**config.mk**
```make
export PLATFORM = sky130hd
export DESIGN_NAME = base_vote_correction_select_flat
export DESIGN_NICKNAME = d
export VERILOG_FILES = /design/src/rtl/core/bvcs_pkg.sv /design/src/rtl/core/bvcs_in_if.sv /design/src/rtl/core/bvcs_out_if.sv /design/src/rtl/core/bvcs_cfg_if.sv /design/src/rtl/core/base_vote_correction_select.sv /design/src/rtl/core/bvcs_vote_eval.sv /design/src/rtl/core/bvcs_rec_queue.sv /design/src/flat_wrapper.sv
export SDC_FILE = /design/constraint.sdc
export NUM_CORES = 1
export LEC_CHECK = 0
export ABC_AREA = 1
export BUFFER_PORTS_ARGS = -buffer_cell sky130_fd_sc_hd__buf_4
export CAP_MARGIN = 40
export CORE_MARGIN = 3
export CORE_UTILIZATION = 65
export DETAILED_ROUTE_END_ITERATION = 10
export PLACE_DENSITY = 0.86
export SLEW_MARGIN = 20
export SYNTH_ARGS = -nofsm -noshare
export SYNTH_HDL_FRONTEND = slang
export SYNTH_HIERARCHICAL = 1
export SYNTH_SLANG_ARGS = --single-unit
```
**constraint.sdc**
```tcl
create_clock -name clk_i -period 23.9 [get_ports clk_i]
set_input_delay 1.195 -clock clk_i [delete_from_list [all_inputs] [get_ports clk_i]]
set_output_delay 1.195 -clock clk_i [all_outputs]
set_load 0.02 [all_outputs]
```
**src/rtl/core/bvcs_pkg.sv**
```systemverilog
// Shared constants, codes and types of the base vote correction select block.
package bvcs_pkg;

  // Positions at or beyond this bound produce no records
  localparam int unsigned MaxReadLen = 65536;

  // Vote count geometry
  localparam int unsigned CntW     = 12;
  localparam int unsigned NumSubst = 5;   // delete, a, c, g, t
  localparam int unsigned NumIns   = 4;   // a, c, g, t

  // Result queue depth (power of two, at least two)
  localparam int unsigned QueueDepth = 4;

  // Command codes
  localparam logic CmdHeader = 1'b0;
  localparam logic CmdVotes  = 1'b1;

  // Record kinds
  localparam logic [3:0] KindIdent   = 4'd0;
  localparam logic [3:0] KindDelete  = 4'd1;
  localparam logic [3:0] KindSubstA  = 4'd2;
  localparam logic [3:0] KindInsertA = 4'd6;

  // Configuration register indexes
  localparam logic [1:0] CfgDegreeThreshold = 2'd0;
  localparam logic [1:0] CfgHaploMinOccurs  = 2'd1;
  localparam logic [1:0] CfgUseHaploCount   = 2'd2;

  // Thresholds of the selection rules
  localparam logic [CntW-1:0] MinVotes   = CntW'(2);
  localparam logic [CntW-1:0] StrongVote = CntW'(6);

  typedef struct packed {
    logic                     command;
    logic [31:0]              read_id;
    logic [15:0]              deg_l;
    logic [15:0]              deg_r;
    logic [15:0]              position;
    logic [2:0]               base;
    logic [CntW-1:0]          confirmed;
    logic [CntW-1:0]          skip_ins;
    logic [NumSubst*CntW-1:0] subst_votes;
    logic [NumIns*CntW-1:0]   insert_votes;
  } item_t;

  typedef struct packed {
    logic [15:0]     deg_limit;
    logic [CntW-1:0] haplo_min_occurs;
    logic            use_haplo_count;
  } cfg_t;

  typedef struct packed {
    logic [31:0] current_read;
    logic        keep_l;
    logic        keep_r;
  } read_state_t;

  typedef struct packed {
    logic [31:0] read_id_res;
    logic        keep_l;
    logic        keep_r;
    logic [3:0]  kind;
    logic [15:0] pos;
    logic        last;
  } record_t;

  typedef struct packed {
    logic [1:0]    valid;      // valid[1] only together with valid[0]
    record_t [1:0] rec;        // rec[0] leaves first
    read_state_t   hdr_state;  // state opened by a header item
  } eval_res_t;

endpackage

```
**src/rtl/core/bvcs_in_if.sv**
```systemverilog
// Input item channel: valid/ready handshake with the vote payload.
interface bvcs_in_if;
  logic        valid;
  logic        ready;
  logic        command;
  logic [31:0] read_id;
  logic [15:0] deg_l;
  logic [15:0] deg_r;
  logic [15:0] position;
  logic [2:0]  base;
  logic [11:0] confirmed;
  logic [11:0] skip_ins;
  logic [59:0] subst_votes;
  logic [47:0] insert_votes;

  modport source (
    output valid, command, read_id, deg_l, deg_r, position, base,
           confirmed, skip_ins, subst_votes, insert_votes,
    input  ready
  );
  modport sink (
    input  valid, command, read_id, deg_l, deg_r, position, base,
           confirmed, skip_ins, subst_votes, insert_votes,
    output ready
  );
endinterface

```
**src/rtl/core/bvcs_out_if.sv**
```systemverilog
// Result record channel: valid/ready handshake with the correction record.
interface bvcs_out_if;
  logic        valid;
  logic        ready;
  logic [31:0] read_id_res;
  logic        keep_l;
  logic        keep_r;
  logic [3:0]  kind;
  logic [15:0] pos;
  logic        last;

  modport source (
    output valid, read_id_res, keep_l, keep_r, kind, pos, last,
    input  ready
  );
  modport sink (
    input  valid, read_id_res, keep_l, keep_r, kind, pos, last,
    output ready
  );
endinterface

```
**src/rtl/core/bvcs_cfg_if.sv**
```systemverilog
// Configuration write channel: valid/ready handshake with register index and data.
interface bvcs_cfg_if;
  logic        valid;
  logic        ready;
  logic [1:0]  index;
  logic [15:0] data;

  modport source (output valid, index, data, input ready);
  modport sink   (input valid, index, data, output ready);
endinterface

```
**src/rtl/core/base_vote_correction_select.sv**
```systemverilog
// Top level of the base vote correction select block: input stage, read state, config.
//
// Takes one item per cycle into an input register while the result queue has room;
// the staged item is evaluated, and its zero, one or two records are written into a
// four-entry result queue, whose registered fill count offers them on the output.
// Items that yield at most one record sustain one item per cycle while the output is
// ready; an item that yields both a substitution and an insertion record needs the
// single result port for both records, and the queue absorbs such bursts before the
// input is stalled. There is no clearing pass after reset.
// Configuration writes take effect at once and are always accepted.
module base_vote_correction_select (
  input  logic         clk_i,
  input  logic         rst_ni,
  bvcs_in_if.sink      in_i,
  bvcs_out_if.source   out_o,
  bvcs_cfg_if.sink     cfg_i
);

  bvcs_pkg::item_t       item;
  bvcs_pkg::item_t       stage_q;
  logic                  stage_vld_q, stage_vld_d;
  logic                  in_xfer;
  logic                  advance;
  logic                  space;
  logic [1:0]            push_vld;
  bvcs_pkg::cfg_t        cfg_q, cfg_d;
  bvcs_pkg::read_state_t state_q, state_d;
  bvcs_pkg::eval_res_t   eval_res;
  bvcs_pkg::record_t     rd_rec;

  // Gather the input payload
  always_comb begin
    item.command      = in_i.command;
    item.read_id      = in_i.read_id;
    item.deg_l        = in_i.deg_l;
    item.deg_r        = in_i.deg_r;
    item.position     = in_i.position;
    item.base         = in_i.base;
    item.confirmed    = in_i.confirmed;
    item.skip_ins     = in_i.skip_ins;
    item.subst_votes  = in_i.subst_votes;
    item.insert_votes = in_i.insert_votes;
  end

  // Input stage: refills in the cycle it drains
  assign advance     = stage_vld_q && space;
  assign in_i.ready  = !stage_vld_q || advance;
  assign in_xfer     = in_i.valid && in_i.ready;
  assign stage_vld_d = in_xfer ? 1'b1 : (advance ? 1'b0 : stage_vld_q);

  always_ff @(posedge clk_i or negedge rst_ni) begin
    if (!rst_ni) begin
      stage_vld_q <= 1'b0;
    end else begin
      stage_vld_q <= stage_vld_d;
    end
  end

  always_ff @(posedge clk_i) begin
    if (in_xfer) begin
      stage_q <= item;
    end
  end

  // Configuration registers; unknown indexes are dropped
  assign cfg_i.ready = 1'b1;

  always_comb begin
    cfg_d = cfg_q;
    if (cfg_i.valid) begin
      unique case (cfg_i.index)
        bvcs_pkg::CfgDegreeThreshold: cfg_d.deg_limit        = cfg_i.data;
        bvcs_pkg::CfgHaploMinOccurs:  cfg_d.haplo_min_occurs = cfg_i.data[bvcs_pkg::CntW-1:0];
        bvcs_pkg::CfgUseHaploCount:   cfg_d.use_haplo_count  = cfg_i.data[0];
        default:                      cfg_d = cfg_q;
      endcase
    end
  end

  always_ff @(posedge clk_i or negedge rst_ni) begin
    if (!rst_ni) begin
      cfg_q.deg_limit        <= 16'd2;
      cfg_q.haplo_min_occurs <= bvcs_pkg::CntW'(3);
      cfg_q.use_haplo_count  <= 1'b0;
    end else begin
      cfg_q <= cfg_d;
    end
  end

  // Evaluation of the staged item
  bvcs_vote_eval u_eval (
    .item_i  (stage_q),
    .cfg_i   (cfg_q),
    .state_i (state_q),
    .res_o   (eval_res)
  );

  // Read state opened by a header item
  assign state_d = (advance && stage_q.command == bvcs_pkg::CmdHeader) ?
                   eval_res.hdr_state : state_q;

  always_ff @(posedge clk_i or negedge rst_ni) begin
    if (!rst_ni) begin
      state_q <= '0;
    end else begin
      state_q <= state_d;
    end
  end

  // Result queue and output channel
  assign push_vld = advance ? eval_res.valid : 2'b00;

  bvcs_rec_queue u_queue (
    .clk_i      (clk_i),
    .rst_ni     (rst_ni),
    .push_vld_i (push_vld),
    .push_rec_i (eval_res.rec),
    .space_o    (space),
    .rd_valid_o (out_o.valid),
    .rd_ready_i (out_o.ready),
    .rd_rec_o   (rd_rec)
  );

  assign out_o.read_id_res = rd_rec.read_id_res;
  assign out_o.keep_l      = rd_rec.keep_l;
  assign out_o.keep_r      = rd_rec.keep_r;
  assign out_o.kind        = rd_rec.kind;
  assign out_o.pos         = rd_rec.pos;
  assign out_o.last        = rd_rec.last;

  // A header always yields exactly its ident record
  assert property (@(posedge clk_i) disable iff (!rst_ni)
    (advance && stage_q.command == bvcs_pkg::CmdHeader) |-> (push_vld == 2'b01))
    else $error("header did not yield one record");

  // A header updates the read state for the following items
  assert property (@(posedge clk_i) disable iff (!rst_ni)
    (advance && stage_q.command == bvcs_pkg::CmdHeader) |=>
      (state_q.current_read == $past(stage_q.read_id)))
    else $error("read state not taken from header");

  // Second record slot is used only behind the first
  assert property (@(posedge clk_i) disable iff (!rst_ni)
    push_vld[1] |-> (push_vld[0] && !eval_res.rec[0].last && eval_res.rec[1].last))
    else $error("record pair out of order");

endmodule

```
**src/rtl/core/bvcs_vote_eval.sv**
```systemverilog
// Vote evaluation: majority winner, total, haplotype and confirmation rules.
module bvcs_vote_eval (
  input  bvcs_pkg::item_t       item_i,
  input  bvcs_pkg::cfg_t        cfg_i,
  input  bvcs_pkg::read_state_t state_i,
  output bvcs_pkg::eval_res_t   res_o
);

  localparam int unsigned CntW    = bvcs_pkg::CntW;
  localparam int unsigned SubIdxW = $clog2(bvcs_pkg::NumSubst);
  localparam int unsigned InsIdxW = $clog2(bvcs_pkg::NumIns);
  localparam int unsigned SubSumW = CntW + $clog2(bvcs_pkg::NumSubst);
  localparam int unsigned InsSumW = CntW + $clog2(bvcs_pkg::NumIns);

  logic [CntW-1:0]               sub_cnt [bvcs_pkg::NumSubst];
  logic [CntW-1:0]               ins_cnt [bvcs_pkg::NumIns];
  logic [SubSumW-1:0]            sub_total;
  logic [InsSumW-1:0]            ins_sum;
  logic [CntW-1:0]               sub_max;
  logic [CntW-1:0]               ins_max;
  logic [SubIdxW-1:0]            sub_win;
  logic [InsIdxW-1:0]            ins_win;
  logic [bvcs_pkg::NumSubst-1:0] sub_haplo;
  logic [bvcs_pkg::NumIns-1:0]   ins_haplo;
  logic                          sub_multi;
  logic                          ins_multi;
  logic                          sub_change;
  logic                          sub_ok;
  logic                          ins_ok;
  logic                          in_range;

  // Unpack counts, sum, haplotype flags and first-strict-maximum search
  always_comb begin
    sub_total = '0;
    sub_max   = '0;
    sub_win   = '0;
    for (int k = 0; k < bvcs_pkg::NumSubst; k++) begin
      sub_cnt[k]   = item_i.subst_votes[k*CntW +: CntW];
      sub_total    = sub_total + SubSumW'(sub_cnt[k]);
      sub_haplo[k] = (sub_cnt[k] >= cfg_i.haplo_min_occurs);
      if (k == 0) begin
        sub_max = sub_cnt[k];
      end else if (sub_cnt[k] > sub_max) begin
        sub_max = sub_cnt[k];
        sub_win = SubIdxW'(k);
      end
    end

    ins_sum = '0;
    ins_max = '0;
    ins_win = '0;
    for (int k = 0; k < bvcs_pkg::NumIns; k++) begin
      ins_cnt[k]   = item_i.insert_votes[k*CntW +: CntW];
      ins_sum      = ins_sum + InsSumW'(ins_cnt[k]);
      ins_haplo[k] = (ins_cnt[k] >= cfg_i.haplo_min_occurs);
      if (k == 0) begin
        ins_max = ins_cnt[k];
      end else if (ins_cnt[k] > ins_max) begin
        ins_max = ins_cnt[k];
        ins_win = InsIdxW'(k);
      end
    end
  end

  // Two or more haplotypes: some set bit remains after clearing the lowest
  assign sub_multi = |(sub_haplo & (sub_haplo - 1'b1));
  assign ins_multi = |(ins_haplo & (ins_haplo - 1'b1));

  // Delete always counts as a change; a letter only if it differs from the base
  assign sub_change = (sub_win == '0) ||
                      ({1'b0, item_i.base} != 4'(sub_win - 1'b1));

  assign in_range = (32'(item_i.position) < 32'(bvcs_pkg::MaxReadLen));

  assign sub_ok = (item_i.confirmed < bvcs_pkg::MinVotes) &&
                  ({2'b00, sub_max, 1'b0} > SubSumW'({1'b0, sub_total})) &&
                  (sub_total > SubSumW'(1)) &&
                  sub_change &&
                  !(sub_multi && cfg_i.use_haplo_count) &&
                  ((item_i.confirmed == '0) || (sub_max > bvcs_pkg::StrongVote));

  assign ins_ok = (item_i.skip_ins < bvcs_pkg::MinVotes) &&
                  ({1'b0, ins_max, 1'b0} > ins_sum) &&
                  (ins_sum > InsSumW'(1)) &&
                  !(ins_multi && cfg_i.use_haplo_count) &&
                  ((item_i.skip_ins == '0) || (ins_max > bvcs_pkg::StrongVote));

  // Header state and record assembly
  always_comb begin
    bvcs_pkg::record_t sub_rec;
    bvcs_pkg::record_t ins_rec;
    bvcs_pkg::record_t hdr_rec;

    res_o.hdr_state.current_read = item_i.read_id;
    res_o.hdr_state.keep_l       = (item_i.deg_l < cfg_i.deg_limit);
    res_o.hdr_state.keep_r       = (item_i.deg_r < cfg_i.deg_limit);

    hdr_rec.read_id_res = item_i.read_id;
    hdr_rec.keep_l      = res_o.hdr_state.keep_l;
    hdr_rec.keep_r      = res_o.hdr_state.keep_r;
    hdr_rec.kind        = bvcs_pkg::KindIdent;
    hdr_rec.pos         = '0;
    hdr_rec.last        = 1'b1;

    sub_rec.read_id_res = state_i.current_read;
    sub_rec.keep_l      = state_i.keep_l;
    sub_rec.keep_r      = state_i.keep_r;
    sub_rec.kind        = bvcs_pkg::KindDelete + 4'(sub_win);
    sub_rec.pos         = item_i.position;
    sub_rec.last        = !ins_ok;

    ins_rec             = sub_rec;
    ins_rec.kind        = bvcs_pkg::KindInsertA + 4'(ins_win);
    ins_rec.last        = 1'b1;

    if (item_i.command == bvcs_pkg::CmdHeader) begin
      res_o.valid  = 2'b01;
      res_o.rec[0] = hdr_rec;
      res_o.rec[1] = ins_rec;
    end else begin
      res_o.valid  = {in_range && sub_ok && ins_ok, in_range && (sub_ok || ins_ok)};
      res_o.rec[0] = sub_ok ? sub_rec : ins_rec;
      res_o.rec[1] = ins_rec;
    end
  end

endmodule

```
**src/rtl/core/bvcs_rec_queue.sv**
```systemverilog
// Result record queue: takes up to two records a cycle, releases one a cycle while the reader is ready.
module bvcs_rec_queue (
  input  logic                       clk_i,
  input  logic                       rst_ni,
  input  logic [1:0]                 push_vld_i,
  input  bvcs_pkg::record_t [1:0]    push_rec_i,
  output logic                       space_o,
  output logic                       rd_valid_o,
  input  logic                       rd_ready_i,
  output bvcs_pkg::record_t          rd_rec_o
);

  localparam int unsigned Depth = bvcs_pkg::QueueDepth;
  localparam int unsigned PtrW  = $clog2(Depth);
  localparam int unsigned CntW  = $clog2(Depth + 1);

  bvcs_pkg::record_t mem_q [Depth];
  logic [PtrW-1:0]   wr_ptr_q, wr_ptr_d;
  logic [PtrW-1:0]   rd_ptr_q, rd_ptr_d;
  logic [CntW-1:0]   count_q, count_d;
  logic [CntW-1:0]   push_cnt;
  logic              pop;

  assign pop        = rd_valid_o && rd_ready_i;
  assign push_cnt   = CntW'(push_vld_i[0]) + CntW'(push_vld_i[1]);
  assign rd_valid_o = (count_q != '0);
  assign rd_rec_o   = mem_q[rd_ptr_q];

  // Room for a full pair of records, independent of this cycle's pop
  assign space_o = (count_q <= CntW'(Depth - 2));

  // Pointer and fill count update
  always_comb begin
    wr_ptr_d = wr_ptr_q + PtrW'(push_cnt);
    rd_ptr_d = rd_ptr_q + PtrW'(pop);
    count_d  = count_q + push_cnt - CntW'(pop);
  end

  always_ff @(posedge clk_i or negedge rst_ni) begin
    if (!rst_ni) begin
      wr_ptr_q <= '0;
      rd_ptr_q <= '0;
      count_q  <= '0;
    end else begin
      wr_ptr_q <= wr_ptr_d;
      rd_ptr_q <= rd_ptr_d;
      count_q  <= count_d;
    end
  end

  // Record storage; the second record lands right after the first
  always_ff @(posedge clk_i) begin
    if (push_vld_i[0]) begin
      mem_q[wr_ptr_q] <= push_rec_i[0];
    end
    if (push_vld_i[1]) begin
      mem_q[wr_ptr_q + PtrW'(1)] <= push_rec_i[1];
    end
  end

  // Fill count stays within the storage
  assert property (@(posedge clk_i) disable iff (!rst_ni)
    count_q <= CntW'(Depth))
    else $error("record queue overfilled");

  // Never push more than the free entries
  assert property (@(posedge clk_i) disable iff (!rst_ni)
    (push_cnt != '0) |-> ((CntW + 1)'(count_q) + (CntW + 1)'(push_cnt) <= (CntW + 1)'(Depth)))
    else $error("push into full record queue");

  // A lone transfer out lowers the fill count by one
  assert property (@(posedge clk_i) disable iff (!rst_ni)
    (pop && push_cnt == '0) |=> (count_q == $past(count_q) - CntW'(1)))
    else $error("record queue count lost a transfer");

endmodule

```
**src/flat_wrapper.sv**
```systemverilog
// flat-port wrapper written by rule: the top's interface ports become plain ports
module base_vote_correction_select_flat 
  (clk_i, rst_ni, in_i_valid, in_i_command, in_i_read_id, in_i_deg_l, in_i_deg_r, in_i_position, in_i_base, in_i_confirmed, in_i_skip_ins, in_i_subst_votes, in_i_insert_votes, in_i_ready, out_o_valid, out_o_read_id_res, out_o_keep_l, out_o_keep_r, out_o_kind, out_o_pos, out_o_last, out_o_ready, cfg_i_valid, cfg_i_index, cfg_i_data, cfg_i_ready);
  bvcs_in_if in_i_i ();
  bvcs_out_if out_o_i ();
  bvcs_cfg_if cfg_i_i ();
  input  logic clk_i;
  input  logic rst_ni;
  input wire logic [$bits(in_i_i.valid)-1:0] in_i_valid;
  input wire logic [$bits(in_i_i.command)-1:0] in_i_command;
  input wire logic [$bits(in_i_i.read_id)-1:0] in_i_read_id;
  input wire logic [$bits(in_i_i.deg_l)-1:0] in_i_deg_l;
  input wire logic [$bits(in_i_i.deg_r)-1:0] in_i_deg_r;
  input wire logic [$bits(in_i_i.position)-1:0] in_i_position;
  input wire logic [$bits(in_i_i.base)-1:0] in_i_base;
  input wire logic [$bits(in_i_i.confirmed)-1:0] in_i_confirmed;
  input wire logic [$bits(in_i_i.skip_ins)-1:0] in_i_skip_ins;
  input wire logic [$bits(in_i_i.subst_votes)-1:0] in_i_subst_votes;
  input wire logic [$bits(in_i_i.insert_votes)-1:0] in_i_insert_votes;
  output wire logic [$bits(in_i_i.ready)-1:0] in_i_ready;
  output wire logic [$bits(out_o_i.valid)-1:0] out_o_valid;
  output wire logic [$bits(out_o_i.read_id_res)-1:0] out_o_read_id_res;
  output wire logic [$bits(out_o_i.keep_l)-1:0] out_o_keep_l;
  output wire logic [$bits(out_o_i.keep_r)-1:0] out_o_keep_r;
  output wire logic [$bits(out_o_i.kind)-1:0] out_o_kind;
  output wire logic [$bits(out_o_i.pos)-1:0] out_o_pos;
  output wire logic [$bits(out_o_i.last)-1:0] out_o_last;
  input wire logic [$bits(out_o_i.ready)-1:0] out_o_ready;
  input wire logic [$bits(cfg_i_i.valid)-1:0] cfg_i_valid;
  input wire logic [$bits(cfg_i_i.index)-1:0] cfg_i_index;
  input wire logic [$bits(cfg_i_i.data)-1:0] cfg_i_data;
  output wire logic [$bits(cfg_i_i.ready)-1:0] cfg_i_ready;
  assign in_i_i.valid = in_i_valid;
  assign in_i_i.command = in_i_command;
  assign in_i_i.read_id = in_i_read_id;
  assign in_i_i.deg_l = in_i_deg_l;
  assign in_i_i.deg_r = in_i_deg_r;
  assign in_i_i.position = in_i_position;
  assign in_i_i.base = in_i_base;
  assign in_i_i.confirmed = in_i_confirmed;
  assign in_i_i.skip_ins = in_i_skip_ins;
  assign in_i_i.subst_votes = in_i_subst_votes;
  assign in_i_i.insert_votes = in_i_insert_votes;
  assign in_i_ready = in_i_i.ready;
  assign out_o_valid = out_o_i.valid;
  assign out_o_read_id_res = out_o_i.read_id_res;
  assign out_o_keep_l = out_o_i.keep_l;
  assign out_o_keep_r = out_o_i.keep_r;
  assign out_o_kind = out_o_i.kind;
  assign out_o_pos = out_o_i.pos;
  assign out_o_last = out_o_i.last;
  assign out_o_i.ready = out_o_ready;
  assign cfg_i_i.valid = cfg_i_valid;
  assign cfg_i_i.index = cfg_i_index;
  assign cfg_i_i.data = cfg_i_data;
  assign cfg_i_ready = cfg_i_i.ready;
  base_vote_correction_select u_core (.clk_i(clk_i), .rst_ni(rst_ni), .in_i(in_i_i), .out_o(out_o_i), .cfg_i(cfg_i_i));
endmodule
```
# Word level (Yosys, flattened, before mapping)
# Memories as Yosys holds them, arrays and structs flattened.
# Cells that the tools add are included.
[classes]
n_eq_ne = 3
bitwise_logic = 3
mux = 23
reduce_logical = 36
addsub = 18
order_cmp = 27
[ops]
columns = ["op", "count"]
rows = [
  ["112-bit 2-to-1 mux", 1],
  ["12-bit greater-or-equal comparator", 9],
  ["12-bit greater-than comparator", 7],
  ["12-bit 2-to-1 mux", 7],
  ["16-bit less-than comparator", 2],
  ["13-bit by 12-bit adder with 14-bit output", 2],
  ["12-bit by 12-bit adder with 13-bit output", 2],
  ["12-bit by 3-bit greater-than comparator with 1-bit output, second input constant", 2],
  ["12-bit zero test", 2],
  ["12-bit by 2-bit less-than comparator with 1-bit output, second input constant", 2],
  ["21-bit 2-to-1 mux", 1],
  ["1-bit logical AND", 16],
  ["14-bit by 12-bit adder with 15-bit output", 1],
  ["15-bit by 12-bit adder with 15-bit output", 1],
  ["13-bit by 15-bit greater-than comparator with 1-bit output", 1],
  ["15-bit by 1-bit greater-than comparator with 1-bit output, second input constant", 1],
  ["14-bit by 12-bit adder with 14-bit output", 1],
  ["13-bit by 14-bit greater-than comparator with 1-bit output", 1],
  ["14-bit by 1-bit greater-than comparator with 1-bit output, second input constant", 1],
  ["1-bit 2-to-1 mux", 8],
  ["2-bit 2-to-1 mux", 4],
  ["3-bit 2-to-1 mux", 2],
  ["2-bit AND reduction", 3],
  ["5-bit AND", 1],
  ["other kinds (25)", 32],
]
[word_totals]
ramBits = 220
output_inout_bits = 58
word_cells = 131
in_bits = 239
mem_count = 1
ff_bits = 287
[mem_list]
columns = ["name", "depth", "width", "rd", "rd_clocked_by_memory_dff", "wr", "line_no", "source"]
rows = [
  ["u_core.u_queue.mem_q", 4, 55, 1, 0, 2, "bvcs_rec_queue.sv:17", "bvcs_pkg::record_t mem_q [Depth];"],
]

# Logic depth before layout (Yosys ltp)
# Gate-level depths: netlist (run 1).
[logic_depth]
ltp_word = 20
depth_mapped = 77
ltp_nobuf = 73

# Hierarchy
# The synthesis (run 1) kept the hierarchy.
[by_module_without_submodules]
columns = ["mod", "instances", "seq_area_each_um2", "cells_each", "area_each_um2"]
rows = [
  ["bvcs_rec_queue", 1, 6781.5, 1660, 13033.8],
  ["bvcs_vote_eval", 1, 0.0, 1511, 10506.3],
  ["base_vote_correction_select", 1, 8091.5, 512, 9282.7],
]

# Worst setup path before layout (run 1)
# OpenSTA, ideal clock, no wires.
[synth_path]
path_type = "input to register"
start = "input port in_i_valid"
end = "register u_core/stage_q[0] in the netlist's numbering, enable pin"
path_stages = 2
required_ns = 23.036
setup_time_ns = 0.864
n_path_buf = 0
setup_slack_ns = 11.434
t_arrival_ns = 11.602
path_cell_list = "inv_1 > a21oi_1"
[synth_via]
elab_chain_len = 1
[synth_rtl]
columns = ["element", "line_no", "source"]
rows = [
  ["from (decl)", "flat_wrapper.sv:9", "input wire logic [$bits(in_i_i.valid)-1:0] in_i_valid;"],
  ["1-bit logical AND", "base_vote_correction_select.sv:48", "assign in_xfer = in_i.valid && in_i.ready;"],
  ["named net u_core.in_xfer", "base_vote_correction_select.sv:22", "logic in_xfer;"],
  ["to (signal assigned)", "base_vote_correction_select.sv:61", "stage_q <= item;"],
  ["to (decl)", "base_vote_correction_select.sv:20", "bvcs_pkg::item_t stage_q;"],
]
# The timed path passes the listed nets, and every way through them passes these cells.
# A chain may end at the register's enable or synchronous reset.

==> flow_summary_export.csv, run 1 <==
group,metric,value,unit
run_status,status,"complete, no violations",
place,portBuffers,295,
timing,tns,0,ps
power,p_leak,17.62,nW
logic_synthesis,synth_flop_cell,"edfxtp_1",
grt,grt_max_degree,111,
logic_synthesis,netlist_instances,3683,
worst_setup_path,rrSetupSlack,12450,ps
power,max-vdd-ir-drop,0.1718,mV
detailed_routing,top_layer,"met4",
timing,drv_slew,0,
detailed_routing,vias_per_cell,5.924,
flow_run,drv_cap,0,
floorplanning,dieArea,0.05323,mm2
clocking,cts_root_buf,"clkbuf_16",
floorplanning,row_count,81,
grt,grt_overflow_total,0,
worst_setup_path,start_kind,"register",
place,hpwl,59600,um
grt,antenna_found_initial,0,
cells_and_area,regArea,0.01488,mm2
logic_synthesis,yosys_warnings,6,
logic_synthesis,synth.cell_area,0.03282,mm2
timing,fmax,87.37,MHz
clocking,cts.sinks,507,
timing,report.final.hold_viol_count,0,
logic_synthesis,synth_top_area_share,39.89,%
timing,rsz0062_at_grt,"false",
logic_synthesis,async_reset_ff_share,14.00,%
detailed_routing,ant_nets,0,
cells_and_area,layout.nets,4402,
floorplanning,die_w,230.7,um
worst_setup_path,crit_required,24160,ps
logic_synthesis,synth-edff-count,436,
cells_and_area,multi_input_comb_area,0.01459,mm2
worst_hold_path,hold_path_class,"input pin to asynchronous set/reset pin",
cells_and_area,drive_gt1_share,13.47,%
floorplanning,num_io_pins,297,
detailed_routing,wl_met2,41180,um
worst_setup_path,crit_fanout,78,
detailed_routing,drtPass1Iterations,8,
worst_setup_path,timing_worst_setup_path_type,"register to register",
logic_synthesis,synth_commonest_cells,"nand2_1, inv_1, edfxtp_1",
detailed_routing,drt-met1-wl,33620,um
clocking,cts_hold_buf,0,
worst_setup_path,endpoint,"u_core/u_queue/mem_q[0][9]",
worst_setup_path,crit_top_cell,"nor2_1",
logic_synthesis,synth_nets,4261,
grt,grt_pass1_vias,26285,
clocking,cts-buffers-inserted,52,
clocking,cts_buffer_depth,3,
floorplanning,start_util,66.37,%
clocking,htree_num_levels,2,
grt,grt_pass1_wl,138900,um
worst_setup_path,crit_start,"u_core/stage_q[49]",
logic_synthesis,synthTopCellsByArea,"edfxtp_1, nand2_1, ha_1, inv_1, dfrtp_1",
logic_synthesis,syn_area_per_cell,8.912,um2
detailed_routing,drt_wl_total,89000,um
place,gp_congestion,0.9292,
worst_setup_path,end_kind,"register",
cells_and_area,syn_to_final_growth,11.66,%
detailed_routing,vias,26841,
power,power_density,157.9,mW/mm2
clocking,cts_tree,"built",
grt,track_usage,32.99,%
worst_setup_path,regToRegEndpoint,"u_core/u_queue/mem_q[0][9]",
cells_and_area,fillers,3438,
logic_synthesis,ys_ff_latch,507,
timing,worst_pin_slew,967.0,ps
worst_setup_path,reg2reg_from,"u_core/stage_q[49]",
clocking,ctsResizeCount,0,
logic_synthesis,yosysMostFrequentCell,"nand2_1",
worst_setup_path,reg2regPathDepth,59,
worst_setup_path,slowest_stage,"nand2_2",
worst_setup_path,max_stage_delay,730,ps
clocking,clkSlewWorstSetupHoldPaths,60,ps
floorplanning,die_h,230.7,um
timing,setup_violations,0,
worst_setup_path,cp_data_arrival_time,11700,ps
power,fin_total_pwr,5.788,mW
detailed_routing,avgRoutedWirePerCell,19.64,um
floorplanning,core_region_area,0.04946,mm2
clocking,insertion_delay,640,ps
detailed_routing,drc,0,
timing,fin_crit,11450,ps
clocking,post-cts-setup-buffer-count,0,
detailed_routing,met3WireLength,9726,um
logic_synthesis,ys_types,70,
cells_and_area,diodes,0,
timing,period_share,47.89,%
timing,max_slew_margin,35.53,%
detailed_routing,drt-initial-drc-count,3547,
timing,finClkSkew,32.26,ps
logic_synthesis,yosys.area.top_type,"edfxtp_1",
logic_synthesis,ys_seq_area_share,45.31,%
-- kinds of logic after synthesis --
kind of cell	Yosys count	share of synthesized area (%)
other	2	0.02288
and+or+nand+nor	1709	23.09
buffers and inverters	747	10.43
adders and majority gates	339	14.29
AOI/OAI and AO/OA	356	6.237
xor gates and xnor gates	23	0.6137
DFF	507	45.31
-- worst max-delay path: cells and delay by family (launching register included) --
family	cells	cell delay (ps)
AO/OA/AOI/OAI	13	2050
adder cells (fa/ha/maj)	5	1540
buffers and inverters	9	2480
XOR/XNOR	1	190
flip-flops	1	450
AND/OR/NAND/NOR	31	4250
-- placed cells by master (no fill, tap or decap), drive strengths merged, types with 68 or more instances in the layout --
master / n
nor2: 71
inv: 500
clkbuf: 74
nand4: 194
dfrtp: 68
o21ai: 157
a21oi: 119
buf: 333
ha: 279
nand3: 239
edfxtp: 436
nand2: 1170
-- state kept, by name (all words and copies together) (netlist names) --
signal,count
u_core/u_queue/mem_q,220
u_core/stage_q,216
u_core/state_q,34
u_core/cfg_q,29
u_core/u_queue/count_q,3
u_core/u_queue/rd_ptr_q,2
u_core/u_queue/wr_ptr_q,2
u_core/stage_vld_q,1
-- power breakdown --
group	internal [mW]	switching (mW)	leakage, nW
logic	1.25	2.31	11.8
clock network	0.480	0.362	0.854
registers	1.21	0.175	4.93
total	2.94	2.85	17.6
-- metrics by stage --
step	area [um2]	worst slack, ps	util (%)	hold slack [ps]	cells
2_1_floorplan	32820	11430	-	441.9	3683
3_3_place_gp	34600	12640	69.95	454.2	4422
3_5_place_dp	34700	12760	70.15	461.8	4427
4_1_cts	36470	12690	73.74	438.0	4524
5_1_grt	36650	11480	74.10	450.7	4531
6_report	36650	12450	74.10	458.1	4531
-- layer usage --
layer  vias to the layer above  global-route usage [%]
li1                      12499                       -
met2                      1707                   52.82
met5                         -                       0
met4                         0                   16.31
met1                     12333                   42.91
met3                       302                   7.058
-- worst min-delay path by stage --
| stage | from | to | cells after the start |
|---|---|---|---|
| after global placement | u_core/cfg_q[14] | u_core/cfg_q[14] | 2 |
| after detailed placement | u_core/cfg_q[15] | u_core/cfg_q[15] | 2 |
| final | rst_ni | u_core/state_q[7] | 1 |
| after global routing | rst_ni | u_core/state_q[5] | 1 |
| after CTS | rst_ni | u_core/state_q[5] | 1 |
| after floorplan | u_core/cfg_q[12] | u_core/cfg_q[12] | 2 |
-- cell type report --
| cell class | count | share of cell area [%] |
|---|---|---|
| Inverter | 501 | 5.142 |
| Timing Repair Buffer | 333 | 7.323 |
| Clock inverter | 23 | 0.7921 |
| Multi-Input combinational cell | 2429 | 39.82 |
| Tap cell | 664 | 2.267 |
| Sequential cell | 507 | 40.60 |
| Clock buffer | 74 | 4.052 |
Note: power is estimated with default switching activity, not from simulation.
==> run 2: changes to the inputs <==
CORE_UTILIZATION = 55   (was 65)
PLACE_DENSITY = 0.78   (was 0.86)
clock period = 9.95 ns   (was 23.9 ns; I/O delays follow)
==> flow_summary_export.csv, run 2 (synthesized netlist as in run 1, its figures left out) <==
group,metric,value,unit
grt,grt_pass1_wl,137500,um
grt,track_usage,27.52,%
worst_setup_path,crit_required,10460,ps
worst_setup_path,crit_family,"simple AND/OR/NAND/NOR gates",
floorplanning,dieArea,0.06265,mm2
cells_and_area,regMostFlops,"u_core/u_queue/mem_q",
place,dp_worst_setup_slack,596.9,ps
power,fin_total_pwr,13.93,mW
worst_hold_path,hold_path_class,"input pin to register",
cells_and_area,regArea,0.01489,mm2
clocking,cts_tree,"built",
floorplanning,row_count,88,
place,gp_congestion,0.9330,
floorplanning,core_region_area,0.05836,mm2
clocking,clkSlewWorstSetupHoldPaths,60,ps
worst_setup_path,crit_top_cell,"inv_1",
clocking,cts_root_buf,"clkbuf_16",
clocking,insertion_delay,630,ps
power,p_leak,17.72,nW
floorplanning,num_io_pins,297,
timing,max_slew_margin,41.00,%
worst_setup_path,slowest_stage,"edfxtp_1",
clocking,htree_num_levels,2,
cells_and_area,final_util,63.38,%
flow_run,drv_cap,0,
grt,grt_pass1_vias,25844,
worst_setup_path,crit_start,"u_core/stage_q[54]",
clocking,cts-buffers-inserted,55,
detailed_routing,ant_nets,0,
power,power_density,376.7,mW/mm2
place,hpwl,59250,um
clocking,cts_buffer_depth,3,
timing,drv_slew,0,
cells_and_area,syn_to_final_growth,12.69,%
floorplanning,start_util,56.25,%
timing,setup_slack,816.9,ps
worst_setup_path,timing_worst_setup_path_type,"register to register",
detailed_routing,drt_wl_total,87870,um
cells_and_area,largestRegisters,"u_core/u_queue/mem_q: 220 flops, u_core/stage_q: 216 flops, u_core/state_q: 34 flops",
cells_and_area,stdcell_count,4657,
place,placed_cells,4542,
worst_setup_path,end_kind,"register",
floorplanning,die_w,250.3,um
worst_setup_path,start_kind,"register",
detailed_routing,drt-initial-drc-count,2588,
worst_setup_path,max_stage_delay,490,ps
timing,fmax,109.5,MHz
timing,report.final.hold_viol_count,0,
cells_and_area,layout_common_cells,"nand2_1, inv_1, edfxtp_1",
detailed_routing,vias,26197,
detailed_routing,drtPass1Iterations,8,
worst_setup_path,crit_fanout,26,
power,max-vdd-ir-drop,0.3570,mV
cells_and_area,multi_input_comb_area,0.01461,mm2
cells_and_area,layout.nets,4420,
floorplanning,die_h,250.3,um
timing,worst_pin_slew,885.0,ps
place,portBuffers,295,
run_status,status,"complete, no violations",
cells_and_area,final_common_cell,"nand2_1",
cells_and_area,fillers,4704,
detailed_routing,avgRoutedWirePerCell,18.87,um
worst_setup_path,path_buf_inv,12,
clocking,cts.sinks,507,
timing,setup_violations,0,
grt,grt_overflow_total,0,
detailed_routing,vias_per_cell,5.625,
timing,tns,0,ps
cells_and_area,largest_register_ffs,220,
detailed_routing,drc,0,
cells_and_area,drive_gt1_share,13.91,%
grt,grt_max_degree,139,
worst_hold_path,hp-start,"in_i_read_id[25]",
grt,antenna_found_initial,5,
timing,period_share,91.79,%
timing,fin_crit,9133,ps
worst_setup_path,reg2reg_from,"u_core/stage_q[54]",
timing,finClkSkew,33.74,ps
worst_setup_path,cp_data_arrival_time,9650,ps
run 2: cell types whose count changed in the layout (fill, tap and decap cells not counted), sizes merged, moves of 2 or more:
cell | before | now
diode | 0 | 4
inv | 500 | 503
buf | 333 | 347
clkbuf | 74 | 69
clkinvlp | 4 | 2
clkinv | 16 | 26
run 2: path summary, 6_finish.rpt:
kind                                              to  cells after the start  slack, ps
max                        u_core/u_queue/count_q[2]                     62        820
min                              u_core/stage_q[208]                      1         40
max reg2reg                u_core/u_queue/count_q[2]                     62        820
min reg2reg                         u_core/cfg_q[14]                      2        470
max in group asynchronous           u_core/cfg_q[14]                      4       8800
min in group asynchronous         u_core/state_q[26]                      2        300
run 2: per-stage QoR:
stage	hold WS, ps	area, um2
2_1_floorplan	201.9	32830
3_3_place_gp	389.0	34900
3_5_place_dp	390.4	35040
4_1_cts	16.84	36850
5_1_grt	25.31	36980
6_report	44.27	36990
run 2: power by group:
part	internal, mW	switching (mW)
combinational	3.10	5.44
clock	1.17	0.855
sequential	2.92	0.455
run 2: cell type report:
type	count	share of cell area [%]
Antenna cell	4	0.02706
Clock buffer	69	4.026
Clock inverter	34	0.8356
Inverter	501	5.095
Multi-Input combinational cell	2429	39.50
Sequential cell	507	40.25
Tap cell	765	2.588
Timing Repair Buffer	348	7.682
run 2: per-layer routing:
layer / vias up / wire length (um) / part of all wire, % / global-route usage [%]
met3: 268 / 9448 / 11 / 5.898
li1: 12555 / - / - / -
met2: 1368 / 42110 / 48 / 46.43
met5: - / 19 / 0.022 / 0
met1: 12002 / 32760 / 37 / 34.36
met4: 4 / 3533 / 4.0 / 11.59
run 2: repair_timing:
item	4_1_cts	5_1_grt
endpoints found under the setup margin	0	406
resized for setup	0	12
endpoints found under the hold margin	16	0
buffers inserted	0	4
hold buffers	1	0
run 2: worst register-to-register path: cells and delay by family (launching register included):
family	cells	cell delay (ps)
AOI/OAI and AO/OA	6	1000
DFF	1	490
adders and majority gates	9	2620
and+or+nand+nor	35	3950
buffers and inverters	12	950
